$ cat config.mk
export PLATFORM = sky130hd
export DESIGN_NAME = html_to_plain_text_stream_top
export DESIGN_NICKNAME = d
export VERILOG_FILES = /design/src/hdl/h2t_pkg.sv /design/src/hdl/html_to_plain_text_stream_top.sv /design/src/hdl/h2t_front.sv /design/src/hdl/h2t_queue.sv /design/src/hdl/h2t_back.sv
export SDC_FILE = /design/constraint.sdc
export NUM_CORES = 1
export LEC_CHECK = 0
export BUFFER_PORTS_ARGS = -buffer_cell sky130_fd_sc_hd__buf_2
export CAP_MARGIN = 10
export CORE_MARGIN = 2
export CORE_UTILIZATION = 45
export DETAILED_ROUTE_END_ITERATION = 7
export HOLD_SLACK_MARGIN = 0.1
export PLACE_DENSITY = 0.69
export SLEW_MARGIN = 20
export SYNTH_ARGS = -nofsm -noshare
export SYNTH_HDL_FRONTEND = slang
export SYNTH_HIERARCHICAL = 1
export SYNTH_SLANG_ARGS = --single-unit
$ cat constraint.sdc
create_clock -name clk -period 3.8 [get_ports clk]
set_input_delay 0.57 -clock clk [delete_from_list [all_inputs] [get_ports clk]]
set_output_delay 0.57 -clock clk [all_outputs]
set_load 0.005 [all_outputs]
$ cat src/hdl/h2t_pkg.sv
// Shared types, character codes and helper functions for the HTML to plain text stream.
// Used by the top level, front end, queue and output sequencer; depends on nothing else.
package h2t_pkg;

	localparam int unsigned UNIT_W      = 16;
	localparam int unsigned NAME_DEPTH  = 4;
	localparam int unsigned NAME_LEN_W  = 3;
	localparam int unsigned QUEUE_DEPTH = 4;
	localparam int unsigned QPTR_W      = 2;
	localparam int unsigned QCNT_W      = 3;

	localparam logic [NAME_LEN_W-1:0] NAME_TOO_LONG = 3'd5;
	localparam logic [NAME_LEN_W-1:0] NAME_FULL     = 3'd4;

	localparam logic [UNIT_W-1:0] CH_NEWLINE = 16'h000A;
	localparam logic [UNIT_W-1:0] CH_SPACE   = 16'h0020;
	localparam logic [UNIT_W-1:0] CH_NBSP    = 16'h00A0;
	localparam logic [UNIT_W-1:0] CH_LT      = 16'h003C;
	localparam logic [UNIT_W-1:0] CH_GT      = 16'h003E;
	localparam logic [UNIT_W-1:0] CH_AMP     = 16'h0026;
	localparam logic [UNIT_W-1:0] CH_SEMI    = 16'h003B;
	localparam logic [UNIT_W-1:0] CH_QUOTE   = 16'h0022;
	localparam logic [UNIT_W-1:0] CH_APOS    = 16'h0027;
	localparam logic [UNIT_W-1:0] CH_SLASH   = 16'h002F;
	localparam logic [UNIT_W-1:0] CH_A       = 16'h0061;
	localparam logic [UNIT_W-1:0] CH_B       = 16'h0062;
	localparam logic [UNIT_W-1:0] CH_G       = 16'h0067;
	localparam logic [UNIT_W-1:0] CH_L       = 16'h006C;
	localparam logic [UNIT_W-1:0] CH_M       = 16'h006D;
	localparam logic [UNIT_W-1:0] CH_O       = 16'h006F;
	localparam logic [UNIT_W-1:0] CH_P       = 16'h0070;
	localparam logic [UNIT_W-1:0] CH_Q       = 16'h0071;
	localparam logic [UNIT_W-1:0] CH_R       = 16'h0072;
	localparam logic [UNIT_W-1:0] CH_S       = 16'h0073;
	localparam logic [UNIT_W-1:0] CH_T       = 16'h0074;
	localparam logic [UNIT_W-1:0] CH_U       = 16'h0075;

	typedef enum logic [2:0] {
		MODE_TEXT   = 3'b001,
		MODE_TAG    = 3'b010,
		MODE_ENTITY = 3'b100
	} parse_mode_t;

	// One queue entry holds every result that one input item causes.
	typedef struct packed {
		logic              nl_release;
		logic              char_valid;
		logic [UNIT_W-1:0] char_unit;
		logic              text_end;
	} result_entry_t;

	typedef struct packed {
		logic full;
		logic empty;
	} queue_status_t;

	function automatic logic is_blank(input logic [UNIT_W-1:0] c);
		logic r;
		r = 1'b0;
		if (c >= 16'h0009 && c <= 16'h000D) r = 1'b1;
		if (c == 16'h0020 || c == 16'h0085 || c == 16'h00A0 || c == 16'h1680) r = 1'b1;
		if (c >= 16'h2000 && c <= 16'h200A) r = 1'b1;
		if (c == 16'h2028 || c == 16'h2029 || c == 16'h202F || c == 16'h205F ||
		    c == 16'h3000) r = 1'b1;
		return r;
	endfunction

endpackage

$ cat src/hdl/html_to_plain_text_stream_top.sv
// HTML to plain text stream converter: top level.
// Instantiates h2t_front, h2t_queue and h2t_back; depends on h2t_pkg.
//
// Input channel s_*: one UTF-16 code unit of HTML text per transfer in s_tdata,
// with s_tlast marking the last code unit of a text. Output channel m_*: one
// plain text result per transfer; m_tdata is the character, m_tuser[0] says a
// character is present and m_tuser[1] marks the end-of-text result, which
// carries zero data. m_tlast marks the last result caused by one input unit.
// Input units that cause no result (markup, dropped white space) produce nothing.
// The results of a unit are registered in the result queue and offered from its head.
// Throughput: one input unit per cycle; the output sends one result per cycle,
// so units that cause two or three results fill the four-entry result queue,
// and s_tready falls while the queue is full.
// When the receiver stalls, results wait in the queue and the input keeps
// flowing until the queue fills. Reset empties the queue and returns the
// parser to text mode with no held newline; the end-of-text result also
// returns all parse state to that condition.
module html_to_plain_text_stream_top (
	input  logic        clk,
	input  logic        arst_n,
	input  logic        s_tvalid,
	output logic        s_tready,
	input  logic [15:0] s_tdata,  // [15:0] code_unit
	input  logic        s_tlast,
	output logic        m_tvalid,
	input  logic        m_tready,
	output logic [15:0] m_tdata,  // [15:0] out_unit
	output logic [1:0]  m_tuser,  // [0] unit_valid, [1] text_end
	output logic        m_tlast
);

	h2t_pkg::result_entry_t push_entry, head;
	h2t_pkg::queue_status_t status;
	logic                   accept, push, pop;

	assign s_tready = !status.full;
	assign accept   = s_tvalid && s_tready;

	h2t_front u_front (
		.clk        (clk),
		.arst_n     (arst_n),
		.accept     (accept),
		.code_unit  (s_tdata),
		.final_unit (s_tlast),
		.push       (push),
		.push_entry (push_entry)
	);

	h2t_queue u_queue (
		.clk        (clk),
		.arst_n     (arst_n),
		.push       (push),
		.push_entry (push_entry),
		.pop        (pop),
		.head       (head),
		.status     (status)
	);

	h2t_back u_back (
		.clk      (clk),
		.arst_n   (arst_n),
		.head     (head),
		.status   (status),
		.pop      (pop),
		.m_tvalid (m_tvalid),
		.m_tready (m_tready),
		.m_tdata  (m_tdata),
		.m_tuser  (m_tuser),
		.m_tlast  (m_tlast)
	);

endmodule

$ cat src/hdl/h2t_front.sv
// Front end: accepts code units, tracks tag and entity parsing and the output
// spacing state, and forms one queue entry per item. Depends on h2t_pkg.
module h2t_front (
	input  logic                              clk,
	input  logic                              arst_n,
	input  logic                              accept,
	input  logic [h2t_pkg::UNIT_W-1:0]        code_unit,
	input  logic                              final_unit,
	output logic                              push,
	output h2t_pkg::result_entry_t            push_entry
);

	h2t_pkg::parse_mode_t                  mode_q, mode_n;
	logic [h2t_pkg::UNIT_W-1:0]            units_q [h2t_pkg::NAME_DEPTH];
	logic [h2t_pkg::NAME_LEN_W-1:0]        len_q, len_n;
	logic                                  closed_q, closed_n;
	logic                                  nonempty_q, nonempty_n;
	logic                                  blank_q, blank_n;
	logic                                  held_q, held_n;
	logic                                  name_add;
	logic                                  do_char, do_nl;
	logic [h2t_pkg::UNIT_W-1:0]            char_unit;
	logic                                  is_br, is_p, is_endp;
	logic                                  is_amp, is_lt, is_gt, is_quot, is_apos;
	h2t_pkg::result_entry_t                entry;

	assign is_br   = len_q == 3'd2 && units_q[0] == h2t_pkg::CH_B && units_q[1] == h2t_pkg::CH_R;
	assign is_p    = len_q == 3'd1 && units_q[0] == h2t_pkg::CH_P;
	assign is_endp = len_q == 3'd2 && units_q[0] == h2t_pkg::CH_SLASH &&
	                 units_q[1] == h2t_pkg::CH_P;
	assign is_amp  = len_q == 3'd3 && units_q[0] == h2t_pkg::CH_A &&
	                 units_q[1] == h2t_pkg::CH_M && units_q[2] == h2t_pkg::CH_P;
	assign is_lt   = len_q == 3'd2 && units_q[0] == h2t_pkg::CH_L && units_q[1] == h2t_pkg::CH_T;
	assign is_gt   = len_q == 3'd2 && units_q[0] == h2t_pkg::CH_G && units_q[1] == h2t_pkg::CH_T;
	assign is_quot = len_q == 3'd4 && units_q[0] == h2t_pkg::CH_Q &&
	                 units_q[1] == h2t_pkg::CH_U && units_q[2] == h2t_pkg::CH_O &&
	                 units_q[3] == h2t_pkg::CH_T;
	assign is_apos = len_q == 3'd4 && units_q[0] == h2t_pkg::CH_A &&
	                 units_q[1] == h2t_pkg::CH_P && units_q[2] == h2t_pkg::CH_O &&
	                 units_q[3] == h2t_pkg::CH_S;

	always_comb begin
		mode_n    = mode_q;
		len_n     = len_q;
		closed_n  = closed_q;
		name_add  = 1'b0;
		do_char   = 1'b0;
		do_nl     = 1'b0;
		char_unit = code_unit;
		unique case (mode_q)
			h2t_pkg::MODE_TAG: begin
				if (code_unit == h2t_pkg::CH_GT) begin
					if (is_br) begin
						do_nl = 1'b1;
					end else if ((is_p || is_endp) && nonempty_q && !held_q) begin
						do_nl = 1'b1;
					end
					mode_n = h2t_pkg::MODE_TEXT;
				end else if (!closed_q) begin
					if (code_unit == h2t_pkg::CH_SPACE) begin
						closed_n = 1'b1;
					end else begin
						name_add = 1'b1;
					end
				end
			end
			h2t_pkg::MODE_ENTITY: begin
				if (code_unit == h2t_pkg::CH_SEMI) begin
					do_char = is_amp || is_lt || is_gt || is_quot || is_apos;
					if (is_amp) begin
						char_unit = h2t_pkg::CH_AMP;
					end else if (is_lt) begin
						char_unit = h2t_pkg::CH_LT;
					end else if (is_gt) begin
						char_unit = h2t_pkg::CH_GT;
					end else if (is_quot) begin
						char_unit = h2t_pkg::CH_QUOTE;
					end else begin
						char_unit = h2t_pkg::CH_APOS;
					end
					mode_n = h2t_pkg::MODE_TEXT;
				end else begin
					name_add = 1'b1;
				end
			end
			default: begin
				if (code_unit == h2t_pkg::CH_LT || code_unit == h2t_pkg::CH_AMP) begin
					mode_n   = (code_unit == h2t_pkg::CH_LT) ? h2t_pkg::MODE_TAG
					                                         : h2t_pkg::MODE_ENTITY;
					len_n    = '0;
					closed_n = 1'b0;
				end else if (code_unit == h2t_pkg::CH_NBSP) begin
					do_char   = 1'b1;
					char_unit = h2t_pkg::CH_SPACE;
				end else if (code_unit == h2t_pkg::CH_NEWLINE) begin
					do_char = 1'b0;
				end else if (h2t_pkg::is_blank(code_unit)) begin
					do_char   = !nonempty_q || !blank_q;
					char_unit = h2t_pkg::CH_SPACE;
				end else begin
					do_char = 1'b1;
				end
			end
		endcase

		if (name_add && len_q < h2t_pkg::NAME_TOO_LONG) begin
			len_n = len_q + 3'd1;
		end

		held_n     = held_q;
		nonempty_n = nonempty_q;
		blank_n    = blank_q;
		if (do_char) begin
			held_n     = 1'b0;
			nonempty_n = 1'b1;
			blank_n    = char_unit == h2t_pkg::CH_SPACE;
		end else if (do_nl) begin
			held_n     = 1'b1;
			nonempty_n = 1'b1;
			blank_n    = 1'b0;
		end

		entry.nl_release = (do_char || do_nl) && held_q;
		entry.char_valid = do_char;
		entry.char_unit  = char_unit;
		entry.text_end   = final_unit;
	end

	assign push       = accept && (entry.nl_release || entry.char_valid || entry.text_end);
	assign push_entry = entry;

	always_ff @(posedge clk or negedge arst_n) begin
		if (!arst_n) begin
			mode_q     <= h2t_pkg::MODE_TEXT;
			len_q      <= '0;
			closed_q   <= 1'b0;
			nonempty_q <= 1'b0;
			blank_q    <= 1'b0;
			held_q     <= 1'b0;
		end else if (accept) begin
			if (final_unit) begin
				mode_q     <= h2t_pkg::MODE_TEXT;
				len_q      <= '0;
				closed_q   <= 1'b0;
				nonempty_q <= 1'b0;
				blank_q    <= 1'b0;
				held_q     <= 1'b0;
			end else begin
				mode_q     <= mode_n;
				len_q      <= len_n;
				closed_q   <= closed_n;
				nonempty_q <= nonempty_n;
				blank_q    <= blank_n;
				held_q     <= held_n;
			end
		end
	end

	always_ff @(posedge clk) begin
		if (accept && name_add && len_q < h2t_pkg::NAME_FULL) begin
			units_q[len_q[1:0]] <= code_unit;
		end
	end

endmodule

$ cat src/hdl/h2t_queue.sv
// Short queue of result entries between the front end and the output sequencer.
// Depends on h2t_pkg.
module h2t_queue (
	input  logic                   clk,
	input  logic                   arst_n,
	input  logic                   push,
	input  h2t_pkg::result_entry_t push_entry,
	input  logic                   pop,
	output h2t_pkg::result_entry_t head,
	output h2t_pkg::queue_status_t status
);

	h2t_pkg::result_entry_t        mem_q [h2t_pkg::QUEUE_DEPTH];
	logic [h2t_pkg::QPTR_W-1:0]    wr_ptr_q, rd_ptr_q;
	logic [h2t_pkg::QCNT_W-1:0]    count_q;
	logic                          do_push, do_pop;

	assign status.full  = count_q == h2t_pkg::QCNT_W'(h2t_pkg::QUEUE_DEPTH);
	assign status.empty = count_q == '0;
	assign do_push      = push && !status.full;
	assign do_pop       = pop && !status.empty;
	assign head         = mem_q[rd_ptr_q];

	always_ff @(posedge clk or negedge arst_n) begin
		if (!arst_n) begin
			wr_ptr_q <= '0;
			rd_ptr_q <= '0;
			count_q  <= '0;
		end else begin
			if (do_push) begin
				wr_ptr_q <= wr_ptr_q + h2t_pkg::QPTR_W'(1);
			end
			if (do_pop) begin
				rd_ptr_q <= rd_ptr_q + h2t_pkg::QPTR_W'(1);
			end
			if (do_push && !do_pop) begin
				count_q <= count_q + h2t_pkg::QCNT_W'(1);
			end else if (do_pop && !do_push) begin
				count_q <= count_q - h2t_pkg::QCNT_W'(1);
			end
		end
	end

	always_ff @(posedge clk) begin
		if (do_push) begin
			mem_q[wr_ptr_q] <= push_entry;
		end
	end

endmodule

$ cat src/hdl/h2t_back.sv
// Output sequencer: sends the one to three results held in the queue head as
// separate transfers and pops the entry after the last one. Depends on h2t_pkg.
module h2t_back (
	input  logic                       clk,
	input  logic                       arst_n,
	input  h2t_pkg::result_entry_t     head,
	input  h2t_pkg::queue_status_t     status,
	output logic                       pop,
	output logic                       m_tvalid,
	input  logic                       m_tready,
	output logic [h2t_pkg::UNIT_W-1:0] m_tdata,
	output logic [1:0]                 m_tuser,
	output logic                       m_tlast
);

	logic nl_done_q, ch_done_q;
	logic nl_pend, ch_pend;
	logic xfer;

	assign nl_pend  = head.nl_release && !nl_done_q;
	assign ch_pend  = head.char_valid && !ch_done_q;
	assign m_tvalid = !status.empty;
	assign xfer     = m_tvalid && m_tready;
	assign pop      = xfer && m_tlast;

	always_comb begin
		if (nl_pend) begin
			m_tdata = h2t_pkg::CH_NEWLINE;
			m_tuser = 2'b01;
			m_tlast = !head.char_valid && !head.text_end;
		end else if (ch_pend) begin
			m_tdata = head.char_unit;
			m_tuser = 2'b01;
			m_tlast = !head.text_end;
		end else begin
			m_tdata = '0;
			m_tuser = 2'b10;
			m_tlast = 1'b1;
		end
	end

	always_ff @(posedge clk or negedge arst_n) begin
		if (!arst_n) begin
			nl_done_q <= 1'b0;
			ch_done_q <= 1'b0;
		end else if (xfer) begin
			if (m_tlast) begin
				nl_done_q <= 1'b0;
				ch_done_q <= 1'b0;
			end else if (nl_pend) begin
				nl_done_q <= 1'b1;
			end else begin
				ch_done_q <= 1'b1;
			end
		end
	end

endmodule

Word level (Yosys, flattened, before mapping)
Memory sizes are Yosys's and may differ from the RTL's.
Index checks and enable logic that the tools add are counted.

operators by class
  add/subtract/negate cells = 5
  $lt $le $gt $ge = 6
  eq/ne operators = 44
  mux-type cells = 73
  reductions and logical operators = 81

operator list
  kind                                                                                 number
  16-bit by 7-bit == test with 1-bit output (second input constant)                    15
  16-bit 2-to-1 mux                                                                    10
  16-bit by 6-bit == test with 1-bit output (second input constant)                    7
  16-bit by 14-bit == test with 1-bit output (second input constant)                   5
  1-bit 2-to-1 mux                                                                     44
  1-bit logical AND                                                                    39
  3-bit 2-to-1 mux                                                                     12
  16-bit by 8-bit == test with 1-bit output (second input constant)                    2
  16-bit one-hot mux with 2 select lines                                               1
  1-bit logical OR                                                                     17
  16-bit by 13-bit == test with 1-bit output (second input constant)                   1
  16-bit by 4-bit == test with 1-bit output (second input constant)                    1
  16-bit by 14-bit >= comparator with 1-bit output (second input constant)             1
  16-bit by 4-bit >= comparator with 1-bit output (second input constant)              1
  16-bit by 14-bit less-or-equal comparator with 1-bit output (second input constant)  1
  16-bit by 4-bit less-or-equal comparator with 1-bit output (second input constant)   1
  1-bit zero test                                                                      11
  3-bit by 2-bit == test with 1-bit output (second input constant)                     3
  3-bit == test (second input constant)                                                3
  3-bit nonzero test                                                                   3
  4-bit AND reduction                                                                  2
  3-bit by 1-bit adder with 3-bit output (second input constant)                       2
  3-bit < comparator (second input constant)                                           2
  3-bit by 2-bit inequality test with 1-bit output (second input constant)             2
  other kinds (16)                                                                     23

storage, ports and cells
  register bits = 19
  memory bits (writable) = 140
  bits of input ports = 21
  output and inout port bits = 21
  logic and storage cells = 222
  memories kept = 2

memories
  name             words  bits a word  rd ports  clocked after memory_dff  wr ports  RTL line         text
  u_queue.mem_q    4      19           1         0                         1         h2t_queue.sv:13  h2t_pkg::result_entry_t mem_q [h2t_pkg::QUEUE_DEPTH];
  u_front.units_q  4      16           4         0                         1         h2t_front.sv:14  logic [h2t_pkg::UNIT_W-1:0] units_q [h2t_pkg::NAME_DEPTH];

Longest topological paths before layout
  depth in word-level cells = 26
  gate-level depth with buffers = 19
  depth with buffers taken out = 18

Hierarchy
Netlist, hierarchy kept.

by module, submodules not included
  module                         times used  cells each  area an instance (um^2)  seq. area each (um^2)
  h2t_front                      1           307         3647.2                   2173.3
  h2t_queue                      1           135         3159.3                   2457.4
  h2t_back                       1           41          319.1                    50.0
  html_to_plain_text_stream_top  1           2           10.0                     0.0

Worst setup path after synthesis
No wires, ideal clock.

  path type = input -> register
  from = in s_tdata[1]
  to = reg u_queue/count_q[2] (netlist name)
  library setup time = 79 ps
  data arrival time = 3603 ps
  required time = 3721 ps
  path slack = 118 ps
  stages = 17
  path buffers = 2
  cell sequence = clkbuf_1 > nor2_1 > a2111o_1 > a2111oi_2 > o21a_1 > nor2_1 > inv_1 > nor2_1 > a21oi_1 > nor2b_1 > buf_6 > ha_1 > inv_1 > fa_1 > xor2_1 > nor2_1 > xor2_1

between the ends
  longest elaborated chain between the ends = 25
  elaborated cells between the ends (all ways) = 55
  classes of those cells = 4 x order compare; 14 x eq/ne; 17 x mux; 20 x reduce/logical

ends and longest elaborated chain
  element                                                                                                   RTL line                             text
  start, declared                                                                                           html_to_plain_text_stream_top.sv:23  input logic [15:0] s_tdata,
  parallel branches: the longest is 15 deep, another holds 16-bit by 4-bit >= comparator with 1-bit output  -
  1-bit one-hot mux with 2 select lines (*)                                                                 h2t_front.sv:50                      unique case (mode_q)
  via u_front.do_char                                                                                       h2t_front.sv:21                      logic do_char, do_nl;
  1-bit logical OR                                                                                          h2t_front.sv:123                     entry.nl_release = (do_char || do_nl) && held_q;
  1-bit logical AND                                                                                         h2t_front.sv:123
  1-bit logical OR (*) (2 in a row)                                                                         h2t_front.sv:129                     assign push = accept && (entry.nl_release || entry.char_valid || entry.text_end);
  1-bit logical AND (*)                                                                                     h2t_front.sv:129
  via push                                                                                                  html_to_plain_text_stream_top.sv:34  logic accept, push, pop;
  1-bit logical AND (*)                                                                                     h2t_queue.sv:20                      assign do_push = push && !status.full;
  via u_queue.do_push                                                                                       h2t_queue.sv:16                      logic do_push, do_pop;
  1-bit zero test                                                                                           h2t_queue.sv:38                      end else if (do_pop && !do_push) begin
  1-bit logical AND                                                                                         h2t_queue.sv:38
  2-bit nonzero test (no line)                                                                              -
  end signal, assigned                                                                                      h2t_queue.sv:37                      count_q <= count_q + h2t_pkg::QCNT_W'(1);
  end signal, assigned                                                                                      h2t_queue.sv:39                      count_q <= count_q - h2t_pkg::QCNT_W'(1);
  end, declared                                                                                             h2t_queue.sv:15                      logic [h2t_pkg::QCNT_W-1:0] count_q;

Mark *: on every way through the listed nets, which the timed path passes. The select of a mux whose other input is x is not followed.
A chain may end at the register's enable or synchronous reset.

==> flow_metrics.tcl <==
set metrics [dict create \
    grt_pass1_vias 4429 \
    power_density_nw_per_um2 657 \
    die_w_um 130 \
    utilization 0.539 \
    synth_area_leaders "edfxtp_1 59%, dfrtp_1 6.3%, mux4_2 6.0%" \
    worst_ep_required_time_ps 4130 \
    drtIter0Drc 382 \
    ys_ff_latch 159 \
    layout_min_cycle_time_ps 3620 \
    detail-route-antenna-nets 0 \
    routed_wl_um 14900 \
    setup_viol 0 \
    synth_top_area_share 0.589 \
    power.leakage_nw 3.00 \
    path_cells "nor4_1, a32oi_1, or4b_2, a21oi_2, nand2_1, a21oi_1, nor2b_2, ha_1, inv_1, fa_1, xor2_1, nor2_1, xor2_1" \
    wl_per_cell_um 18.7 \
    crit_family "simple AND/OR/NAND/NOR gates" \
    startpoint_type "flop" \
    worstMarginPinSlew_ps 797 \
    post-place-ws_ps -115 \
    grt_use_total 0.188 \
    cpMaxStageDelayCell "or4b_2" \
    cts_sinks 159 \
    cts_root_buf "clkbuf_16" \
    syn_to_final_growth_pct 18.6 \
    clock_skew_ps 13.0 \
    grt_pass1_wl_um 23700 \
    design.core.area_um2 15700 \
    reg2reg_slack_ps 180 \
    netSwitchingPower_mw 1.70 \
    h-tree-depth 4 \
    ir_drop_v 0.000332 \
    synth_flop_cell "edfxtp_1" \
    synth.net_count 517 \
    fin_ws_ps 184 \
    die_h_um 130 \
    crit_type "reg2reg" \
    grt_max_degree 20 \
    hold_violations 0 \
    swShare 0.305 \
    synth_top_cell_by_area "edfxtp_1" \
    drc 0 \
    yosysSeqAreaShare 0.656 \
    slowest_delay_ps 670 \
    cts_tree "done" \
    crit_fanout 6 \
    die_area_um2 16900 \
    firstDrtPassIters 5 \
    io_pins 42 \
    yosys_warnings 6 \
    avgSynthCellArea_um2 14.7 \
    clkTransAtPathRegs_ps 70 \
    critPathBufInv 1 \
    synth_common_cells "140 x edfxtp_1, 29 x nand2_1, 21 x nor4_1" \
    cts_hold_buf 0 \
    finalNetCount 600 \
    intPower_mw 3.87 \
    hold_path_class "in2async" \
    critPathArrivalTime_ps 3940 \
    portBuffers 41 \
    cts_buffers 17 \
    cap_violations 0 \
    slew_violations 0 \
    clk_path_buf_depth 2 \
    end_kind "flop" \
    fmax_mhz 277 \
    synthArstFlopShare 0.119 \
    yosysMostFrequentCell "edfxtp_1" \
    synthesis.area_um2 7140 \
    synth_edf_count 140 \
    clockPowerShare 0.276 \
    overflow 0 \
    combPwrFrac 0.288 \
    dp_hpwl_um 10600 \
    antennaDiodeCount 0 \
    outcome "completed" \
    antenna_found_initial 0 \
    yosysUniqueCellTypes 74 \
    max-slew-margin-rel 0.469 \
    fillers 1267 \
    fin_cells 797 \
    syn_inst 485 \
    vias 4423 \
    power_frac_seq 0.437 \
    routed_via_density 5.55 \
    layout-drive-gt1-share 0.301 \
    rows 46 \
    multiInputGateArea_um2 2380 \
    clock_latency_ps 420 \
    cpMostUsedCell "xor2_1" \
    routabilityCongestion 0.902 \
    fin_crit_sh 0.952 \
    start_util 0.454 \
    regArea_um2 4680 \
    placed_cells 761 \
]
flip-flops by register name, summed over array words and instances (netlist names):
name and count:
u_queue/mem_q 76, u_front/units_q 64, u_front/len_q 3, u_front/mode_q 3, u_queue/count_q 3, u_queue/rd_ptr_q 2, u_queue/wr_ptr_q 2, u_back/ch_done_q 1
u_back/nl_done_q 1, u_front/blank_q 1, u_front/closed_q 1, u_front/held_q 1, u_front/nonempty_q 1
final timing paths:
check / startpoint / endpoint / cells past startpoint
max: u_front/units_q[0][0]$_DFFE_PP_ / u_queue/count_q[2]$_DFFE_PN0P_ / 13
min: arst_n / u_front/closed_q$_DFFE_PN0P_ / 1
max reg2reg: u_front/units_q[0][0]$_DFFE_PP_ / u_queue/count_q[2]$_DFFE_PN0P_ / 13
min reg2reg: u_queue/count_q[2]$_DFFE_PN0P_ / u_queue/count_q[2]$_DFFE_PN0P_ / 1
max in group asynchronous: arst_n / u_front/len_q[0]$_DFFE_PN0P_ / 1
min in group clk: s_tdata[3] / u_front/units_q[3][3]$_DFFE_PP_ / 1
area by class of cell:
| class | instances | share of cell area |
|---|---|---|
| clock buffers | 18 | 0.0507 |
| well taps | 216 | 0.0319 |
| repair buffers | 84 | 0.0624 |
| flip-flops and latches | 159 | 0.553 |
| inverters | 18 | 0.00798 |
| multi-input cells | 288 | 0.281 |
| clock inverters | 14 | 0.0126 |
kinds of logic after synthesis:
| logic type | count (synthesis) | share of synthesized area |
|---|---|---|
| compound gates | 61 | 0.0651 |
| mux | 22 | 0.0652 |
| xor+xnor | 6 | 0.00736 |
| simple gates | 188 | 0.161 |
| flops | 159 | 0.656 |
| fa+ha+maj | 11 | 0.0203 |
| buf+inv | 38 | 0.0251 |
cell usage in the layout, fill, tap and decap left out, types with 3 or more instances in the layout:
master	n
a21o_1	3
a21oi_1	10
and2_1	9
and3_1	18
buf_2	41
buf_4	43
clkbuf_16	17
clkinv_2	3
dfrtp_1	17
edfxtp_1	140
ha_1	10
inv_1	18
inv_6	5
mux4_2	19
nand2_1	29
nand2b_1	6
nand3_1	6
nand4_1	11
nand4b_1	3
nor2_1	17
nor2b_1	13
nor3_1	11
nor3b_1	5
nor4_1	14
nor4_2	6
nor4b_1	4
nor4bb_1	4
o21a_1	5
o21ai_0	14
or2_2	5
or3_1	3
xnor2_1	4
per-layer routing:
layer	routed length, um	track usage	vias up
met5	0	0	-
met2	7280	0.311	141
met3	800	0.0381	26
met4	330	0.0683	0
met1	6510	0.250	2193
li1	-	-	2063
worst register-to-register path, delay by kind of cell, from the launching register on:
kind,cells,cell delay [ps]
buf+inv,1,60
simple gates,5,1510
compound gates,3,570
xor+xnor,2,340
fa+ha+maj,2,600
flops,1,460
stage by stage:
step / setup TNS (ps) / hold slack, ps / cell area, um2 / total power, mW
6_report: 0 / 109 / 8470 / 5.56
5_1_grt: -65.7 / 124 / 8470 / 5.88
4_1_cts: 0 / 103 / 8330 / 5.60
3_5_place_dp: -159 / 500 / 7790 / 4.07
3_3_place_gp: 0 / 462 / 7790 / 3.98
2_1_floorplan: 0 / 274 / 7140 / 3.54
power by group through the flow:
stage | Sequential [mW] | Clock, mW | Combinational, mW
after global routing | 2.46 | 1.64 | 1.77
after CTS | 2.43 | 1.56 | 1.62
after floorplan | 2.39 | 0 | 1.15
after global placement | 2.44 | 0 | 1.55
after detailed placement | 2.46 | 0 | 1.61
final | 2.43 | 1.53 | 1.60
repair_timing:
action,4_1_cts,5_1_grt
setup endpoints to repair,0,19
resized for setup,0,19
setup buffers,0,4
Note: power is estimated with default switching activity, not from simulation.
